## config.mk

```make
export PLATFORM = sky130hd
export DESIGN_NAME = connect_retry_backoff_gate
export DESIGN_NICKNAME = d
export VERILOG_FILES = /design/src/rtl/crbg_pkg.sv /design/src/rtl/crbg_core.sv /design/src/rtl/connect_retry_backoff_gate.sv
export VERILOG_INCLUDE_DIRS = /design/src /design/src/rtl
export SDC_FILE = /design/constraint.sdc
export NUM_CORES = 1
export LEC_CHECK = 0
export BUFFER_PORTS_ARGS = -buffer_cell sky130_fd_sc_hd__buf_2
export CORE_ASPECT_RATIO = 2
export CORE_UTILIZATION = 41
export DETAILED_ROUTE_END_ITERATION = 12
export GPL_TIMING_DRIVEN = 0
export SYNTH_ARGS = -nofsm -noshare
export SYNTH_HDL_FRONTEND = slang
export SYNTH_SLANG_ARGS = --single-unit
```

## constraint.sdc

```tcl
create_clock -name i_clk -period 7.5 [get_ports i_clk]
set_input_delay 0.375 -clock i_clk [delete_from_list [all_inputs] [get_ports i_clk]]
set_output_delay 0.375 -clock i_clk [all_outputs]
set_load 0.005 [all_outputs]
```

## src/rtl/connect_retry_backoff_gate_defines.svh

```systemverilog
// assertion helpers for the connect retry backoff gate
`ifndef CONNECT_RETRY_BACKOFF_GATE_DEFINES_SVH
`define CONNECT_RETRY_BACKOFF_GATE_DEFINES_SVH

// same-cycle implication, off while reset is held
`define CRBG_ASSERT_NOW(label, clk, rst_n, ante, cons, msg) \
    label: assert property (@(posedge clk) disable iff (!(rst_n)) (ante) |-> (cons)) \
        else $error(msg);

// next-cycle implication, off while reset is held
`define CRBG_ASSERT_NEXT(label, clk, rst_n, ante, cons, msg) \
    label: assert property (@(posedge clk) disable iff (!(rst_n)) (ante) |=> (cons)) \
        else $error(msg);

`endif

```

## src/rtl/crbg_pkg.sv

```systemverilog
package crbg_pkg;

    localparam int TIME_BITS_DEF  = 56;
    localparam int COUNT_BITS_DEF = 7;

    // event kinds
    localparam logic [1:0] ACT_ATTEMPT = 2'd0;
    localparam logic [1:0] ACT_OUTCOME = 2'd1;
    localparam logic [1:0] ACT_CLOSE   = 2'd2;
    localparam logic [1:0] ACT_END_REQ = 2'd3;

    // configuration register indexes
    localparam int         CFG_IDX_BITS  = 2;
    localparam int         CFG_DATA_BITS = 24;
    localparam logic [1:0] CFG_INITIAL   = 2'd0;
    localparam logic [1:0] CFG_MAX_EXP   = 2'd1;
    localparam logic [1:0] CFG_LOCK_HOLD = 2'd2;
    localparam logic [1:0] CFG_WINDOW    = 2'd3;

    localparam logic [15:0] INITIAL_RST   = 16'd3000;
    localparam logic [3:0]  MAX_EXP_RST   = 4'd10;
    localparam logic [15:0] LOCK_HOLD_RST = 16'd3000;
    localparam logic [23:0] WINDOW_RST    = 24'd4096000;

    typedef struct packed {
        logic [15:0] backoff_initial_ms;
        logic [3:0]  backoff_max_exponent;
        logic [15:0] lock_hold_ms;
        logic [23:0] suppression_window_ms;
    } t_cfg;

    typedef struct packed {
        logic may_connect;
        logic lock_taken;
        logic link_up;
    } t_flags;

endpackage

```

## src/rtl/crbg_core.sv

```systemverilog
module crbg_core #(
    parameter int TIME_BITS  = crbg_pkg::TIME_BITS_DEF,
    parameter int COUNT_BITS = crbg_pkg::COUNT_BITS_DEF
) (
    input  logic                  i_clk,
    input  logic                  i_rst_n,
    input  logic                  i_step,
    input  logic [1:0]            i_action,
    input  logic [TIME_BITS-1:0]  i_now,
    input  logic                  i_ok,
    input  crbg_pkg::t_cfg        i_cfg,
    output crbg_pkg::t_flags      o_flags,
    output logic [COUNT_BITS-1:0] o_count,
    output logic [TIME_BITS-1:0]  o_deadline
);

    localparam int EXP_W = (COUNT_BITS > 4) ? COUNT_BITS : 4;
    localparam logic [COUNT_BITS-1:0] COUNT_MAX = '1;

    logic [COUNT_BITS-1:0] r_count, n_count;
    logic [TIME_BITS-1:0]  r_deadline, n_deadline;
    logic                  r_link, n_link;
    logic                  r_opened, n_opened;

    logic [COUNT_BITS-1:0] fail_count;
    logic [COUNT_BITS-1:0] count_m1;
    logic [EXP_W-1:0]      exp_a, exp_b;
    logic [3:0]            exp_sel;
    logic [TIME_BITS-1:0]  wait_ms;
    logic [TIME_BITS-1:0]  fail_deadline;
    logic [TIME_BITS-1:0]  delta;
    logic                  suppressed;
    logic                  fail;
    crbg_pkg::t_flags      flags;

    // backoff after a failure: initial << min(count-1, max_exp)
    always_comb begin
        fail_count    = (r_count == COUNT_MAX) ? r_count : r_count + 1'b1;
        count_m1      = fail_count - 1'b1;
        exp_a         = EXP_W'(count_m1);
        exp_b         = EXP_W'(i_cfg.backoff_max_exponent);
        exp_sel       = (exp_a > exp_b) ? i_cfg.backoff_max_exponent : exp_a[3:0];
        wait_ms       = TIME_BITS'(i_cfg.backoff_initial_ms) << exp_sel;
        fail_deadline = i_now + wait_ms;
    end

    // wrapped distance to the deadline
    always_comb begin
        delta      = r_deadline - i_now;
        suppressed = (r_deadline != '0) && (i_now != '0)
                     && (delta < TIME_BITS'(i_cfg.suppression_window_ms));
    end

    always_comb begin
        n_count    = r_count;
        n_deadline = r_deadline;
        n_link     = r_link;
        n_opened   = r_opened;
        fail       = 1'b0;
        flags      = '0;
        case (i_action)
            crbg_pkg::ACT_ATTEMPT: begin
                if (r_link) begin
                    flags.may_connect = 1'b1;
                end else if (!suppressed) begin
                    flags.may_connect = 1'b1;
                    if (r_count != '0) begin
                        n_deadline       = i_now + TIME_BITS'(i_cfg.lock_hold_ms);
                        flags.lock_taken = 1'b1;
                    end
                end
            end
            crbg_pkg::ACT_OUTCOME: begin
                if (!r_link) begin
                    if (i_ok) begin
                        n_link   = 1'b1;
                        n_opened = 1'b1;
                        if (r_count != '0) begin
                            n_deadline = '0;
                        end
                    end else begin
                        fail = 1'b1;
                    end
                end
            end
            crbg_pkg::ACT_CLOSE: begin
                if (r_link) begin
                    n_link = 1'b0;
                    fail   = r_opened;
                end
            end
            crbg_pkg::ACT_END_REQ: begin
                if (r_opened && (r_count != '0) && r_link) begin
                    n_count    = '0;
                    n_deadline = '0;
                end
                n_opened = 1'b0;
            end
            default: begin
            end
        endcase
        if (fail) begin
            n_count    = fail_count;
            n_deadline = fail_deadline;
        end
        flags.link_up = n_link;
    end

    always_ff @(posedge i_clk) begin
        if (!i_rst_n) begin
            r_count    <= '0;
            r_deadline <= '0;
            r_link     <= 1'b0;
            r_opened   <= 1'b0;
        end else if (i_step) begin
            r_count    <= n_count;
            r_deadline <= n_deadline;
            r_link     <= n_link;
            r_opened   <= n_opened;
        end
    end

    assign o_flags    = flags;
    assign o_count    = n_count;
    assign o_deadline = n_deadline;

endmodule

```

## src/rtl/connect_retry_backoff_gate.sv

```systemverilog
// Connection retry gate with truncated binary exponential backoff. Each request
// carries an event kind (attempt, attempt outcome, link close, end of request)
// and a millisecond timestamp, and yields exactly one result: whether the
// attempt may go ahead, whether it took the exclusive retry lock, the
// saturating failure count, the retry deadline (0 when none) and the link
// state. One request is taken every clock cycle while the output side does not
// stall; a request waits in the input register and its result is loaded into
// the result register once that register can take it (input register, then
// result register). The state update of the single compare, shift and add
// path is combinational, so consecutive events chain without gaps. The input
// register lets a new request in while a finished result still waits on the
// output side.
// Configuration writes are accepted every cycle and should be made while idle.
`include "connect_retry_backoff_gate_defines.svh"

module connect_retry_backoff_gate #(
    parameter int TIME_BITS  = crbg_pkg::TIME_BITS_DEF,
    parameter int COUNT_BITS = crbg_pkg::COUNT_BITS_DEF,
    parameter int S_DATA_W   = ((TIME_BITS + 1 + 7) / 8) * 8,
    parameter int M_DATA_W   = ((TIME_BITS + COUNT_BITS + 3 + 7) / 8) * 8
) (
    input  logic                               i_clk,
    input  logic                               i_rst_n,
    // slave side
    input  logic                               s_axis_tvalid,
    output logic                               s_axis_tready,
    // now_ms, connect_ok, zero fill
    input  logic [S_DATA_W-1:0]                s_axis_tdata,
    // action
    input  logic [1:0]                         s_axis_tuser,
    // master side
    output logic                               m_axis_tvalid,
    input  logic                               m_axis_tready,
    // may_connect, lock_taken, failure_total, retry_after_ms, link_up, zero fill
    output logic [M_DATA_W-1:0]                m_axis_tdata,
    // configuration write channel
    input  logic                               i_cfg_valid,
    output logic                               o_cfg_ready,
    input  logic [crbg_pkg::CFG_IDX_BITS-1:0]  i_cfg_index,
    input  logic [crbg_pkg::CFG_DATA_BITS-1:0] i_cfg_data
);

    localparam int M_USED = TIME_BITS + COUNT_BITS + 3;

    crbg_pkg::t_cfg        r_cfg;
    logic                  r_in_valid;
    logic [1:0]            r_in_action;
    logic [TIME_BITS-1:0]  r_in_now;
    logic                  r_in_ok;
    logic                  r_out_valid;
    crbg_pkg::t_flags      r_out_flags;
    logic [COUNT_BITS-1:0] r_out_count;
    logic [TIME_BITS-1:0]  r_out_deadline;

    logic                  adv;
    crbg_pkg::t_flags      core_flags;
    logic [COUNT_BITS-1:0] core_count;
    logic [TIME_BITS-1:0]  core_deadline;

    assign o_cfg_ready = 1'b1;

    always_ff @(posedge i_clk) begin
        if (!i_rst_n) begin
            r_cfg.backoff_initial_ms    <= crbg_pkg::INITIAL_RST;
            r_cfg.backoff_max_exponent  <= crbg_pkg::MAX_EXP_RST;
            r_cfg.lock_hold_ms          <= crbg_pkg::LOCK_HOLD_RST;
            r_cfg.suppression_window_ms <= crbg_pkg::WINDOW_RST;
        end else if (i_cfg_valid) begin
            case (i_cfg_index)
                crbg_pkg::CFG_INITIAL:   r_cfg.backoff_initial_ms    <= i_cfg_data[15:0];
                crbg_pkg::CFG_MAX_EXP:   r_cfg.backoff_max_exponent  <= i_cfg_data[3:0];
                crbg_pkg::CFG_LOCK_HOLD: r_cfg.lock_hold_ms          <= i_cfg_data[15:0];
                crbg_pkg::CFG_WINDOW:    r_cfg.suppression_window_ms <= i_cfg_data[23:0];
                default: begin
                end
            endcase
        end
    end

    // the input register moves on whenever the result register can take it
    assign adv           = r_in_valid && (!r_out_valid || m_axis_tready);
    assign s_axis_tready = !r_in_valid || adv;

    always_ff @(posedge i_clk) begin
        if (!i_rst_n) begin
            r_in_valid <= 1'b0;
        end else if (s_axis_tready) begin
            r_in_valid <= s_axis_tvalid;
        end
    end

    always_ff @(posedge i_clk) begin
        if (s_axis_tready && s_axis_tvalid) begin
            r_in_action <= s_axis_tuser;
            r_in_now    <= s_axis_tdata[TIME_BITS-1:0];
            r_in_ok     <= s_axis_tdata[TIME_BITS];
        end
    end

    crbg_core #(
        .TIME_BITS  (TIME_BITS),
        .COUNT_BITS (COUNT_BITS)
    ) u_core (
        .i_clk      (i_clk),
        .i_rst_n    (i_rst_n),
        .i_step     (adv),
        .i_action   (r_in_action),
        .i_now      (r_in_now),
        .i_ok       (r_in_ok),
        .i_cfg      (r_cfg),
        .o_flags    (core_flags),
        .o_count    (core_count),
        .o_deadline (core_deadline)
    );

    always_ff @(posedge i_clk) begin
        if (!i_rst_n) begin
            r_out_valid <= 1'b0;
        end else if (adv) begin
            r_out_valid <= 1'b1;
        end else if (m_axis_tready) begin
            r_out_valid <= 1'b0;
        end
    end

    always_ff @(posedge i_clk) begin
        if (adv) begin
            r_out_flags    <= core_flags;
            r_out_count    <= core_count;
            r_out_deadline <= core_deadline;
        end
    end

    assign m_axis_tvalid = r_out_valid;
    assign m_axis_tdata  = {{(M_DATA_W - M_USED){1'b0}}, r_out_flags.link_up, r_out_deadline,
                            r_out_count, r_out_flags.lock_taken, r_out_flags.may_connect};

    `CRBG_ASSERT_NOW(a_lock_needs_failures, i_clk, i_rst_n,
        r_out_valid && r_out_flags.lock_taken,
        r_out_flags.may_connect && (r_out_count != '0) && !r_out_flags.link_up,
        "lock taken without a pending failure or a granted attempt")
    `CRBG_ASSERT_NEXT(a_result_follows, i_clk, i_rst_n, adv, r_out_valid,
        "request left the input register but no result was posted")
    `CRBG_ASSERT_NOW(a_stall_only_when_full, i_clk, i_rst_n, !s_axis_tready,
        r_in_valid && r_out_valid && !m_axis_tready,
        "input stalled while the pipeline had room")

endmodule
```

# Yosys cells after proc, flatten, opt, wreduce, memory -nomap -nowiden
# Index checks and enable logic that the tools add are counted.
[word_totals]
input_bits = 97
word_cells = 88
register_bits = 252
out_inout_bits = 75
[classes]
n_mux = 29
bitwise = 1
reduce_logical = 23
eq_ne = 9
shifts = 1
n_addsub = 5
order_cmp = 2
[op_table]
columns = ["cell", "count"]
rows = [
  ["$mux W56", 8],
  ["$pmux W56 S3", 1],
  ["$reduce_bool A56 Y1", 2],
  ["$add A56 B16 Y56", 1],
  ["$add A56 B56 Y56", 1],
  ["$lt A56 B24 Y1", 1],
  ["$shl A16 B4 Y56", 1],
  ["$sub A56 B56 Y56", 1],
  ["$mux W7", 4],
  ["$mux W1", 11],
  ["$eq A2 B2 Y1 const B", 4],
  ["$reduce_and A2 Y1", 4],
  ["$add A7 B1 Y7 const B", 1],
  ["$eq A7 B7 Y1 const B", 1],
  ["$gt A7 B4 Y1", 1],
  ["$reduce_bool A7 Y1", 1],
  ["$sub A7 B1 Y7 const B", 1],
  ["$logic_and A1 B1 Y1", 6],
  ["$pmux W1 S2", 3],
  ["$eq A2 B1 Y1 const B", 2],
  ["$logic_not A2 Y1", 2],
  ["$mux W4", 1],
  ["$ne A2 B2 Y1 const B", 2],
  ["$reduce_and A4 Y1", 1],
  ["other kinds (6)", 9],
]

# Longest topological paths before layout
# Gate-level depths: netlist of the first run.
[logic_depth]
depth_word = 8
mapped_depth = 35
mapped_depth_nobuf = 32

# Cells and area by module
# A second synthesis of the first run with hierarchy kept.
[hier_totals]
hier_cells = 2434
hier_area_um2 = 20144.3
[modules_own_cells]
columns = ["mod", "seq_area_each_um2", "area_each_um2", "n_inst", "cells_per_inst"]
rows = [
  ["crbg_core", 1301.2, 13837.0, 1, 2053],
  ["connect_retry_backoff_gate", 4994.8, 6307.3, 1, 381],
]

# Worst setup path before layout of the first run
# No wires, ideal clock.
[synth_timing]
path_kind = "reg2reg"
start = "register u_core.r_count[0]"
end = "register u_core.r_deadline[53]"
required_time_ns = 7.442
t_arrival_ns = 7.570
stages_incl_launch_ff = 34
setup_ns = 0.058
slack_ns = -0.128
n_path_buf = 3
synth_period_minus_slack_ns = 7.628
path_cell_list = "dfxtp_1 ha_1 and3_1 buf_2 nand2_1 xnor2_1 ha_1 inv_1 ha_1 nor2b_1 o21ai_0 nand2b_1 a21oi_1 a41oi_1 a2111oi_4 mux2i_2 buf_2 mux2i_1 mux2i_1 mux2i_1 o22ai_1 ha_1 a21o_1 a21o_1 a221o_1 a31oi_1 o21ai_0 a211o_1 nand2b_1 clkbuf_1 nand2_1 o2111ai_1 or3b_2 a2bb2o_1"
[synth_between]
elab_chain_len = 8
word_cells_on_any_way = 20
cone_classes = "add/sub: 3; order compare: 1; eq/ne: 1; shift: 1; mux: 11; reduce/logical: 3"
[synth_lines]
columns = ["element", "line", "text"]
rows = [
  ["start: declaration", "crbg_core.sv:20", "logic [COUNT_BITS-1:0] r_count, n_count;"],
  ["start signal: assignment", "crbg_core.sv:116", "r_count <= n_count;"],
  ["$add A7 B1 Y7 or $eq A7 B7 Y1 (tied branches)", "crbg_core.sv:38", "fail_count = (r_count == COUNT_MAX) ? r_count : r_count + 1'b1;"],
  ["$mux W7", "crbg_core.sv:38", ""],
  ["$sub A7 B1 Y7", "crbg_core.sv:39", "count_m1 = fail_count - 1'b1;"],
  ["$gt A7 B4 Y1", "crbg_core.sv:42", "exp_sel = (exp_a > exp_b) ? i_cfg.backoff_max_exponent : exp_a[3:0];"],
  ["$mux W4", "crbg_core.sv:42", ""],
  ["$shl A16 B4 Y56", "crbg_core.sv:43", "wait_ms = TIME_BITS'(i_cfg.backoff_initial_ms) << exp_sel;"],
  ["$add A56 B56 Y56", "crbg_core.sv:44", "fail_deadline = i_now + wait_ms;"],
  ["$mux W56 *", "crbg_core.sv:102", "if (fail) begin"],
  ["end signal: assignment", "crbg_core.sv:117", "r_deadline <= n_deadline;"],
  ["end: declaration", "crbg_core.sv:21", "logic [TIME_BITS-1:0] r_deadline, n_deadline;"],
]
# Mark *: on every way between the ends. The rest lies on a longest branch, timed or not.
# A chain may end at the register's enable or synchronous reset.

# Worst setup path in the final report of the first run
[layout_timing]
start = "register r_in_now[11]"
end = "register r_out_deadline[5] (data pin)"
[layout_between]
elab_chain_len = 7
word_cells_on_any_way = 9
cone_classes = "add/sub: 1; order compare: 1; mux: 4; reduce/logical: 3"
[layout_lines]
columns = ["element", "line", "text"]
rows = [
  ["start: declaration", "connect_retry_backoff_gate.sv:48", "logic [TIME_BITS-1:0] r_in_now;"],
  ["start signal: assignment", "connect_retry_backoff_gate.sv:95", "r_in_now <= s_axis_tdata[TIME_BITS-1:0];"],
  ["$sub A56 B56 Y56 or $reduce_bool A56 Y1 (tied branches)", "crbg_core.sv:49, crbg_core.sv:50", ""],
  ["$lt A56 B24 Y1 or $logic_and A1 B1 Y1 (tied branches)", "crbg_core.sv:51, crbg_core.sv:50", ""],
  ["$logic_and A1 B1 Y1 *", "crbg_core.sv:51", "&& (delta < TIME_BITS'(i_cfg.suppression_window_ms));"],
  ["$mux W56 *", "crbg_core.sv:65", "end else if (!suppressed) begin"],
  ["$mux W56 *", "crbg_core.sv:63", "if (r_link) begin"],
  ["$pmux W56 S3 *", "crbg_core.sv:61", "case (i_action)"],
  ["$mux W56 *", "crbg_core.sv:102", ""],
  ["via core_deadline[5]", "connect_retry_backoff_gate.sv:58", "logic [TIME_BITS-1:0] core_deadline;"],
  ["end signal: assignment", "connect_retry_backoff_gate.sv:130", "r_out_deadline <= core_deadline;"],
  ["end: declaration", "connect_retry_backoff_gate.sv:53", "logic [TIME_BITS-1:0] r_out_deadline;"],
]
# Mark *: on every way through the listed nets, which the timed path passes. The rest lies on a longest branch.

==> results of run 1 <==
layout make-up:
cell class / count / area [µm²] / share of cell area
clock inverters: 15 / 191 / 0.00805
clock buffers: 31 / 678 / 0.0285
well taps: 632 / 791 / 0.0332
inverters: 123 / 462 / 0.0194
flip-flops and latches: 252 / 6310 / 0.265
repair buffers: 266 / 1820 / 0.0763
plain buffers: 127 / 613 / 0.0258
diodes: 1 / 2.50 / 0.000105
multi-input cells: 1891 / 12900 / 0.543
sequential cells by signal (all words and copies together), names as in the netlist, 2 cells and up:
| signal | cells |
|---|---|
| r_in_action | 2 |
| m_axis_tdata | 3 |
| r_in_now | 56 |
| u_core.r_count | 7 |
| r_out_count | 7 |
| u_core.r_deadline | 56 |
| r_out_deadline | 56 |
| r_cfg | 60 |
power groups by stage:
stage / registers, W / clock network (W) / logic (W)
global route: 0.00160 / 0.00144 / 0.00161
floorplan: 0.00159 / 0 / 0.000857
CTS: 0.00159 / 0.00140 / 0.00138
finish: 0.00159 / 0.00139 / 0.00152
detailed placement: 0.00162 / 0 / 0.00128
global placement: 0.00162 / 0 / 0.00126
final timing paths:
check | to | slack (ns) | cells after the start
max | r_out_deadline[5] | 0.17 | 24
min reg2reg | r_cfg[12] | 0.46 | 2
max reg2reg | r_out_deadline[5] | 0.17 | 24
min | r_cfg[21] | 0.03 | 3
placed cells by master, fill, tap and decap left out, types with 26 or more instances in the layout:
cell and instances:
xnor2_1 91, nor3_1 32, nand3_1 69, mux2i_1 45
nor4_1 49, xor2_1 31, a21oi_1 232, nand2_1 299
edfxtp_1 125, dfxtp_1 121, o21ai_0 86, clkbuf_1 74
nor2_1 179, buf_2 181, ha_1 131, a21o_1 56
clkbuf_16 26, nand4_1 46, dlygate4sd3_1 59, nand2b_1 31
inv_1 120, buf_4 56
through the flow:
step	total power, W	std cells	TNS (ns)	hold slack, ns
after global placement	0.00289	3182	-91.73	0.447
final	0.00450	3338	0	0.0289
after CTS	0.00437	3314	0	0.00998
after global routing	0.00464	3337	-0.745	0.0290
after floorplan	0.00244	2395	0	0.436
after detailed placement	0.00290	3183	-98.07	0.449
worst register-to-register path: cells and delay by family, from the launching register on:
| kind | cells | cell delay, ns |
|---|---|---|
| compound gates | 10 | 2.21 |
| xor+xnor | 1 | 0.26 |
| fa+ha+maj | 2 | 0.72 |
| buf+inv | 4 | 0.79 |
| flops | 1 | 0.70 |
| simple gates | 7 | 2.35 |
per-layer routing:
metal,wire length [µm],track usage,vias up
met4,11800,0.384,4
met5,26,0,-
li1,-,-,9412
met2,46500,0.666,1085
met3,6070,0.0766,470
met1,29700,0.357,9700
cells by family (layout without fill, tap and decap cells):
| logic type | count (synthesis) | after routing | share of synthesized area |
|---|---|---|---|
| AOI/OAI and AO/OA | 699 | 699 | 0.237 |
| xor gates and xnor gates | 127 | 127 | 0.0566 |
| adders and majority gates | 140 | 140 | 0.0903 |
| buffers and inverters | 252 | 562 | 0.0525 |
| DFF | 252 | 252 | 0.320 |
| muxes | 76 | 76 | 0.0393 |
| other | 2 | 8 | 0.000382 |
| and+or+nand+nor | 842 | 842 | 0.204 |
what timing repair did:
| item | 4_1_cts | 5_1_grt |
|---|---|---|
| cloned | 0 | 1 |
| endpoints found under the hold margin | 59 | 0 |
| pin swaps | 8 | 20 |
| buffers inserted | 27 | 21 |
| setup endpoints to repair | 109 | 107 |
| hold buffers | 59 | 0 |
| gates resized for setup | 51 | 93 |
==> results by group, run 1 <==
Floorplan
  • DIE AREA: 0.0489 mm²
  • Initial Util: 0.415
  • Row cnt: 113
  • Chip width: 157 µm
  • Core area: 0.0474 mm²
  • Chip height: 312 µm
  • Ports: 172

Synthesis
  • Library cells used by synthesis: 93
  • Yosys reg bits: 252
  • Largest area contributor in the synthesized netlist: edfxtp_1
  • Leading register cell type out of synthesis: dfxtp_1
  • Register area share after synthesis: 0.320
  • Count leader, synth: nand2_1
  • Ys Warns: 0
  • Syn Inst Count: 2390
  • Number of synthesized flops with an enable pin: 125
  • Largest cells by area after synthesis: edfxtp_1, dfxtp_1, ha_1, a21oi_1, nand2_1
  • Syn avg cell area: 8.22 µm²
  • Synth top area share: 0.191
  • Mapped Area: 0.0197 mm²
  • Synth top cells by count: nand2_1, a21oi_1, nor2_1
  • Post-synth ARST share: 0

Worst setup path
  • Data arrival time of the worst path: 7.61 ns
  • WP data required: 7.78 ns
  • Slowest-stage cell, CP: edfxtp_1
  • Critical Path Start Type: register
  • Worst r2r src: r_in_now[11]
  • Worst Path Max Fanout: 10
  • Setup crit end kind: register
  • Most common cell on crit path: a21oi_1
  • Critical path class: register to register
  • Buf/Inv on CP: 4
  • Slowest stage delay, CP: 0.70 ns
  • Worst path cell trace: inv_1, ha_1, a21oi_1, o21ai_0, nor2_1, a21oi_4, a21oi_1, o21ai_1, xor2_1, ha_1, a21o_1, a21oi_1, o21ai_0, or4_1, or4_1, a2111oi_4, nand4b_1, nor4b_4, buf_4, nand4_4, and3_1, clkbuf_1, clkbuf_2, a221o_1
  • Top cell family by delay on the critical path: simple AND/OR/NAND/NOR gates
  • Critical Path Source: r_in_now[11]

Clocking
  • Clk sinks: 252
  • H-tree levels: 1
  • Reg clk slew, reported paths: 0.07 ns
  • Root buf cell: clkbuf_16
  • CTS buffer count: 25
  • Worst skew pair latency: 0.58 ns
  • CTS tree: yes
  • Clock Path Buffers: 3

Global routing
  • Vias in the first global route: 20200
  • First-pass GRT wire length: 133000 µm
  • Gr usage total: 0.381
  • Remaining Overflow, GRT: 0
  • Initial antenna violation count: 6
  • Pin count of the biggest net entering global routing: 65

Finish
  • Area Growth Syn to Fin: 21.1%
  • Final core occ: 0.502
  • Design Area, Final: 0.0238 mm²
  • Final Net Count: 2923
  • Share of post-route cells with drive strength above 1: 0.157
  • Fillers: 4653

Drt
  • Aggregate routed wire length: 94000 µm
  • WL/cell: 28.2 µm
  • DR iter-0 viols: 1750
  • Router iterations before antenna repair: 8
  • DRC Markers: 0
  • Antenna Nets Post-Route: 0
  • DR vias/cell: 6.19
  • Via count: 20700

Hold path
  • Hold path startpoint: i_cfg_data[21]
  • Min-delay worst type: input pin to register

Status
  • Outcome: complete, no violations

STA
  • Endpoints failing setup: 0
  • Final setup margin: 0.173 ns
  • Hold Violations, Final: 0
  • Setup skew after layout: 0.0279 ns
  • Crit share post-route: 0.977
  • Least-Margin Pin Slew: 1.42 ns
  • Slew Limit Headroom: 0.0499
  • Period minus WS final: 7.33 ns
  • Max Clock Freq: 0.136 GHz
  • Count of pins over their slew limit: 0

Job
  • Max-cap violations: 0

Pwr
  • Pwr Density: 189 mW/mm²
  • Seq pwr share: 0.354
  • Clock power frac: 0.308
  • NetSw: 0.00161 W
  • Pleak: 9.73 nW
  • Internal: 0.00289 W
  • Max IR drop VDD: 0.000329 V
  • Comb pwr share: 0.338
  • Sw Share: 0.358

Placement
  • Port Buffers: 155
  • Post-DP HPWL: 73700 µm
  • GPL Wtd Cong: 1.06
  • Placed standard-cell area: 0.0213 mm²
  • Place WS: -1.69 ns
(Power assumes the default switching activity.)
==> run 2: changes to the inputs <==
Settings changed: CORE_UTILIZATION 41 to 23, CTS_CLUSTER_DIAMETER from default to 100.
==> run 2 against run 1 <==
Against the previous run: the flow now finishes with violations (capacitance limit, slew limit); clock skew is 0.029 ns higher; core utilization fell by 21 points; cell area is 3.3% higher; combinational power rose by 3%; sequential share of layout area fell by 0.84 points; power is 3.6% higher; clock power up 8%; hold slack worse by 0.0024 ns; count of clock-buffer cells in the layout rose by 5; largest cell class unchanged.
==> results by group, run 2 (synthesis results as in run 1) <==
Floorplan
  • Core area: 0.0846 mm² (+79%)
  • Chip height: 415 µm (+33%)
  • Initial Util: 0.232 (-0.183)
  • Chip width: 209 µm (+33%)
  • Row cnt: 151 (+34%)
  • DIE AREA: 0.0867 mm² (+77%)
  • Ports: 172 (unchanged)

Drt
  • DRC Markers: 0 (unchanged)
  • Antenna Nets Post-Route: 0 (unchanged)
  • Router iterations before antenna repair: 5 (-3)
  • DR iter-0 viols: 1544 (-12%)
  • WL/cell: 28.0 µm (-0.46%)
  • Aggregate routed wire length: 107000 µm (+13%)
  • Via count: 21100 (+2.3%)
  • DR vias/cell: 5.56 (-10%)

Status
  • Outcome: finished with violations
  • Violated checks: capacitance limit, slew limit

Global routing
  • First-pass GRT wire length: 148000 µm (+12%)
  • Pin count of the biggest net entering global routing: 59 (-9.2%)
  • Remaining Overflow, GRT: 0 (unchanged)
  • Vias in the first global route: 20900 (+3.6%)
  • Gr usage total: 0.240 (-0.141)
  • Initial antenna violation count: 4 (-2)

Clocking
  • Root buf cell: clkbuf_16
  • Reg clk slew, reported paths: 0.08 ns (about the same)
  • CTS tree: yes
  • Clock Path Buffers: 3 (unchanged)
  • Worst skew pair latency: 0.66 ns (+0.08 ns)
  • CTS buffer count: 29 (+16%)
  • H-tree levels: 1 (unchanged)
  • Clk sinks: 252 (unchanged)

Worst setup path
  • Most common cell on crit path: a21oi_1
  • Critical Path Start Type: register
  • WP data required: 7.88 ns (+0.10 ns)
  • Data arrival time of the worst path: 7.75 ns (+0.14 ns)
  • Slowest-stage cell, CP: dfxtp_2
  • R2r setup slk: 0.14 ns (-0.04 ns)
  • Worst r2r src: u_core.r_deadline[0]
  • Critical Path Source: u_core.r_deadline[0]
  • R2R depth: 28 (+17%)
  • Reg-to-reg endpoint: r_out_deadline[6]
  • Critical path class: register to register
  • Setup crit end kind: register
  • Worst Path Max Fanout: 10 (unchanged)
  • Slowest stage delay, CP: 0.52 ns (-0.18 ns)

STA
  • Slew Limit Headroom: -0.0436 (-0.0935)
  • Worst hold slack: 0.0265 ns (-0.00242 ns)
  • Crit share post-route: 0.982 (+0.00499)
  • Least-Margin Pin Slew: 1.55 ns (+0.129 ns)
  • Hold Violations, Final: 0 (unchanged)
  • Period minus WS final: 7.36 ns (+0.0374 ns)
  • Max Clock Freq: 0.136 GHz (-0.51%)
  • Post-Route Setup TNS: 0 ns (unchanged)
  • RSZ-0062 raised after global routing: yes
  • Endpoints failing setup: 0 (unchanged)
  • Setup skew after layout: 0.0573 ns (+0.0294 ns)
  • Final setup margin: 0.135 ns (-0.0374 ns)
  • Count of pins over their slew limit: 2 (+2)

Placement
  • GPL Wtd Cong: 1.09 (+2.8%)
  • Post-DP HPWL: 82900 µm (+12%)
  • Port Buffers: 155 (unchanged)
  • Place WS: -1.98 ns (-0.293 ns)
  • Placed standard-cell area: 0.0219 mm² (+2.7%)

Hold path
  • Min-delay worst type: input pin to register
  • Hold path startpoint: m_axis_tready
  • WHS Path Cells: 4 (+1)
  • Hold EP: m_axis_tvalid

Finish
  • Commonest non-fill, non-tap cell in the layout: nand2_1
  • Max FFs per register: 60 (unchanged)
  • Most frequent cells in the layout: nand2_1, a21oi_1, nor2_1
  • Top reg by flops: r_cfg
  • Area Growth Syn to Fin: 25.0%
  • Design Area, Final: 0.0246 mm² (+3.3%)
  • Final Net Count: 2944 (+0.72%)
  • Share of post-route cells with drive strength above 1: 0.163 (+0.00625)
  • Diode count: 0 (-1)

Job
  • Max-cap violations: 1 (+1)

Pwr
  • Max IR drop VDD: 0.000181 V (-45%)
  • Pleak: 9.89 nW (+1.6%)
  • Overall power consumption: 0.00466 W (+3.6%)
  • Pwr Density: 190 mW/mm² (+0.32%)
-- run 2: cell count changes in the layout (fill, tap and decap cells not counted), moves of 8 or more --
cell / before / now
mux2i_1: 45 / 55
dlygate4sd3_1: 59 / 68
a21oi_1: 232 / 222
clkbuf_4: 3 / 11
a21oi_2: 11 / 20
buf_2: 181 / 173
buf_4: 56 / 68
-- run 2: where the power goes --
part           switching [W]  leakage [nW]  internal, W
clock               0.000715         0.469     0.000781
sequential         0.0000802          2.23      0.00152
combinational       0.000999          7.19     0.000569
-- run 2: how the worst max path moves through the flow --
stage | to | slack, ns | depth (start not counted)
2_1_floorplan | u_core.r_deadline[53] | 0.03 | 33
3_3_place_gp | r_out_deadline[38] | -1.93 | 32
3_5_place_dp | r_out_deadline[38] | -1.98 | 32
4_1_cts | r_out_deadline[41] | 0.006 | 40
5_1_grt | r_out_deadline[6] | -0.08 | 26
6_report | r_out_deadline[6] | 0.14 | 28
-- run 2: timing repair --
item / CTS / global route
pin swaps: 13 / 22
gates resized for setup: 61 / 100
buffers inserted: 30 / 28
setup endpoints to repair: 110 / 108
hold buffers: 68 / 0
cloned: 1 / 0
hold endpoints to repair: 68 / 0
-- run 2: cell type report --
class	instances	area (µm²)
sequential	252	6310
inverter	123	465
clock inverter	18	148
timing repair buffer	285	1990
clock buffer	36	805
buffer	125	624
fill	9176	60100
multi-input combinational	1891	12900
tap	1071	1340
-- run 2: critical path: cells and delay by family (launching register included) --
family	cells	cell delay [ns]
flip-flops	1	0.52
AND/OR/NAND/NOR	7	2.08
AO/OA/AOI/OAI	11	2.32
XOR/XNOR	1	0.34
buffers and inverters	6	1.05
adder cells (fa/ha/maj)	3	0.76
-- run 2: per-stage QoR --
stage / util / std cells
finish: 0.290 / 3801
global route: 0.290 / 3801
CTS: 0.283 / 3775
detailed placement: 0.258 / 3623
global placement: 0.258 / 3621
floorplan: - / 2395
-- run 2: routing by layer --
metal,track usage,part of all wire,vias to the layer above
met5,0,0.00030,-
met4,0.236,0.12,4
met3,0.0437,0.057,501
met2,0.432,0.50,1111
met1,0.224,0.32,10100
li1,-,-,9454
==> run 3: changes to the inputs <==
Settings changed: ABC_AREA from default to 1.
==> run 3 against run 2 <==
Against the previous run: critical path type unchanged; via count is 16% higher; non-clock buffer count down 86; the flow now finishes without violations; power up 18%; core utilization shrank 1.5 points.
==> results by group, run 3 <==
Synthesis
  • Leading register cell type out of synthesis: dfxtp_1
  • Largest area contributor in the synthesized netlist: nand2_1
  • Synth top cells by count: nand2_1, inv_1, nor2_1
  • Syn Inst Count: 3523 (+47%)
  • Yosys reg bits: 252 (unchanged)
  • Register area share after synthesis: 0.285 (-0.0354)
  • Post-synth ARST share: 0 (unchanged)
  • Largest cells by area after synthesis: nand2_1, edfxtp_1, dfxtp_1, inv_1, ha_1
  • Library cells used by synthesis: 50 (-46%)
  • Synth top area share: 0.177 (-0.0140)
  • Ys Warns: 0 (unchanged)
  • Count leader, synth: nand2_1
  • Number of synthesized flops with an enable pin: 125 (unchanged)
  • Syn avg cell area: 6.27 µm² (-24%)
  • Mapped Area: 0.0221 mm² (+12%)

Global routing
  • Pin count of the biggest net entering global routing: 60 (+1.7%)
  • Remaining Overflow, GRT: 0 (unchanged)
  • First-pass GRT wire length: 169000 µm (+14%)
  • Vias in the first global route: 24500 (+17%)
  • Initial antenna violation count: 5 (+1)
  • Gr usage total: 0.245 (+0.00494)

Worst setup path
  • R2r setup slk: 0.43 ns (+0.29 ns)
  • WP data required: 8.08 ns (+0.20 ns)
  • Slowest-stage cell, CP: o21ai_1
  • Critical path class: register to register
  • Slowest stage delay, CP: 0.46 ns (-0.06 ns)
  • Most common cell on crit path: inv_1
  • Worst Path Max Fanout: 10 (unchanged)
  • Critical Path Start Type: register
  • Setup crit end kind: register
  • Data arrival time of the worst path: 7.66 ns (-0.09 ns)

STA
  • Slew Limit Headroom: 0.157 (+0.200)
  • Post-Route Setup TNS: 0 ns (unchanged)
  • Endpoints failing setup: 0 (unchanged)
  • Count of pins over their slew limit: 0 (-2)
  • Setup skew after layout: 0.0480 ns (-0.00932 ns)
  • Max Clock Freq: 0.141 GHz (+4.1%)
  • RSZ-0062 raised after global routing: no
  • Hold Violations, Final: 0 (unchanged)
  • Crit share post-route: 0.943 (-0.0391)
  • Period minus WS final: 7.07 ns (-0.293 ns)
  • Least-Margin Pin Slew: 1.27 ns (-0.286 ns)

Pwr
  • Max IR drop VDD: 0.000187 V (+3.4%)
  • Seq pwr share: 0.303 (-0.040)
  • Comb pwr share: 0.432 (+0.096)
  • NetSw: 0.00250 W (+39%)
  • Pleak: 12.7 nW (+28%)
  • Pwr Density: 211 mW/mm² (+11%)
  • Overall power consumption: 0.00552 W (+18%)
  • Clock power frac: 0.264 (-0.057)
  • Sw Share: 0.452 (+0.0673)
  • Internal: 0.00302 W (+5.4%)

Finish
  • Final Net Count: 4023 (+37%)
  • Commonest non-fill, non-tap cell in the layout: nand2_1
  • Design Area, Final: 0.0262 mm² (+6.6%)
  • Area Growth Syn to Fin: 18.6%
  • Non-filler cells, final: 5027 (+32%)
  • Share of post-route cells with drive strength above 1: 0.0743 (-0.0891)
  • Most frequent cells in the layout: nand2_1, inv_1, nor2_1
  • Final core occ: 0.275 (-0.0148)
  • Max FFs per register: 60 (unchanged)
  • Top reg by flops: r_cfg

Placement
  • # placed instances: 4903 (+35%)
  • Placed standard-cell area: 0.0245 mm² (+12%)
  • Post-DP HPWL: 98500 µm (+19%)
  • Port Buffers: 157 (+1.3%)
  • GPL Wtd Cong: 1.03 (-6.2%)

Floorplan
  • Ports: 172 (unchanged)
  • DIE AREA: 0.0974 mm² (+12%)
  • Chip width: 221 µm (+6.0%)
  • Core area: 0.0951 mm² (+12%)
  • Chip height: 440 µm (+6.0%)
  • Row cnt: 160 (+6.0%)
  • Initial Util: 0.232 (about the same)

Clocking
  • Clk sinks: 252 (unchanged)
  • H-tree levels: 1 (unchanged)
  • CTS buffer count: 29 (unchanged)
  • Clock Path Buffers: 3 (unchanged)
  • CTS tree: yes
  • Reg clk slew, reported paths: 0.07 ns (about the same)
  • Root buf cell: clkbuf_16
  • Worst skew pair latency: 0.67 ns (about the same)

Drt
  • DR vias/cell: 4.88 (-12%)
  • Aggregate routed wire length: 121000 µm (+13%)
  • DRC Markers: 0 (unchanged)
  • Via count: 24500 (+16%)
  • DR iter-0 viols: 1630 (+5.6%)
  • Router iterations before antenna repair: 6 (+1)
  • Antenna Nets Post-Route: 0 (unchanged)
  • WL/cell: 24.0 µm (-14%)

Job
  • Max-cap violations: 0 (-1)

Status
  • Outcome: complete, no violations

Hold path
  • Min-delay worst type: input pin to register
run 3: changes by cell type after synthesis, moves of 32 or more:
cell      delta
a21o_1      -47
inv_1      +476
mux2i_1     -67
nand2_1    +739
nand2b_1    -32
nand3_1    +169
nor2_1     +110
nor3_1      +40
nor4_1      -38
o21ai_0     +68
xnor2_1     -75
xor2_1      +57
run 3: final cells by class:
type                            count  area (µm²)
Fill cell                       10800       68900
Tap cell                         1215        1520
Multi-Input combinational cell   2570       13200
Sequential cell                   252        6300
Clock inverter                     17         145
Antenna cell                        4        10.0
Inverter                          609        2290
Clock buffer                       36         772
Buffer                             97         433
Timing Repair Buffer              227        1500
run 3: power groups by stage:
stage / logic [W] / registers (W) / clock network, W
4_1_cts: 0.00233 / 0.00166 / 0.00149
5_1_grt: 0.00260 / 0.00167 / 0.00153
6_report: 0.00239 / 0.00167 / 0.00146
3_3_place_gp: 0.00228 / 0.00170 / 0
2_1_floorplan: 0.00145 / 0.00163 / 0
3_5_place_dp: 0.00229 / 0.00169 / 0
run 3: final timing paths:
kind | startpoint | endpoint | cells past startpoint
hold reg to reg | r_cfg[4] | r_cfg[4] | 2
setup reg to reg | u_core.r_count[0] | u_core.r_deadline[53] | 38
setup / recovery | u_core.r_count[0] | u_core.r_deadline[53] | 38
hold / removal | m_axis_tready | m_axis_tvalid | 4
run 3: worst max-delay path, delay by kind of cell (launching register included):
kind / cells / cell delay, ns
adders and majority gates: 3 / 0.93
xor gates and xnor gates: 3 / 0.66
DFF: 1 / 0.43
buffers and inverters: 7 / 0.78
AOI/OAI and AO/OA: 12 / 2.40
and+or+nand+nor: 13 / 1.78
run 3: cells by family after synthesis:
kind of cell	after synthesis	synth area share
flops	252	0.285
other cells	2	0.000340
compound gates	537	0.131
fa+ha+maj	140	0.0803
simple gates	1774	0.335
buf+inv	706	0.123
mux	2	0.000906
xor+xnor	110	0.0445
run 3: what timing repair did:
action                                 CTS  global route
buffers inserted                         0             3
hold buffers                            64             0
resized for setup                       10            28
pin swaps                                0             3
setup endpoints to repair               28            60
endpoints found under the hold margin   64             0
run 3: metal layers:
| metal | global-route usage | vias up | wire, µm |
|---|---|---|---|
| met5 | 0 | - | 42 |
| met4 | 0.234 | 6 | 13700 |
| met3 | 0.0348 | 432 | 5460 |
| met2 | 0.465 | 909 | 62700 |
| met1 | 0.221 | 11300 | 39000 |
| li1 | - | 11800 | - |
run 3: per-stage QoR:
step           hold WS [ns]  setup slack, ns
2_1_floorplan         0.435             1.94
3_3_place_gp          0.450           -0.610
3_5_place_dp          0.456           -0.641
4_1_cts             0.00397           0.0218
5_1_grt              0.0442           0.0155
6_report             0.0212            0.428
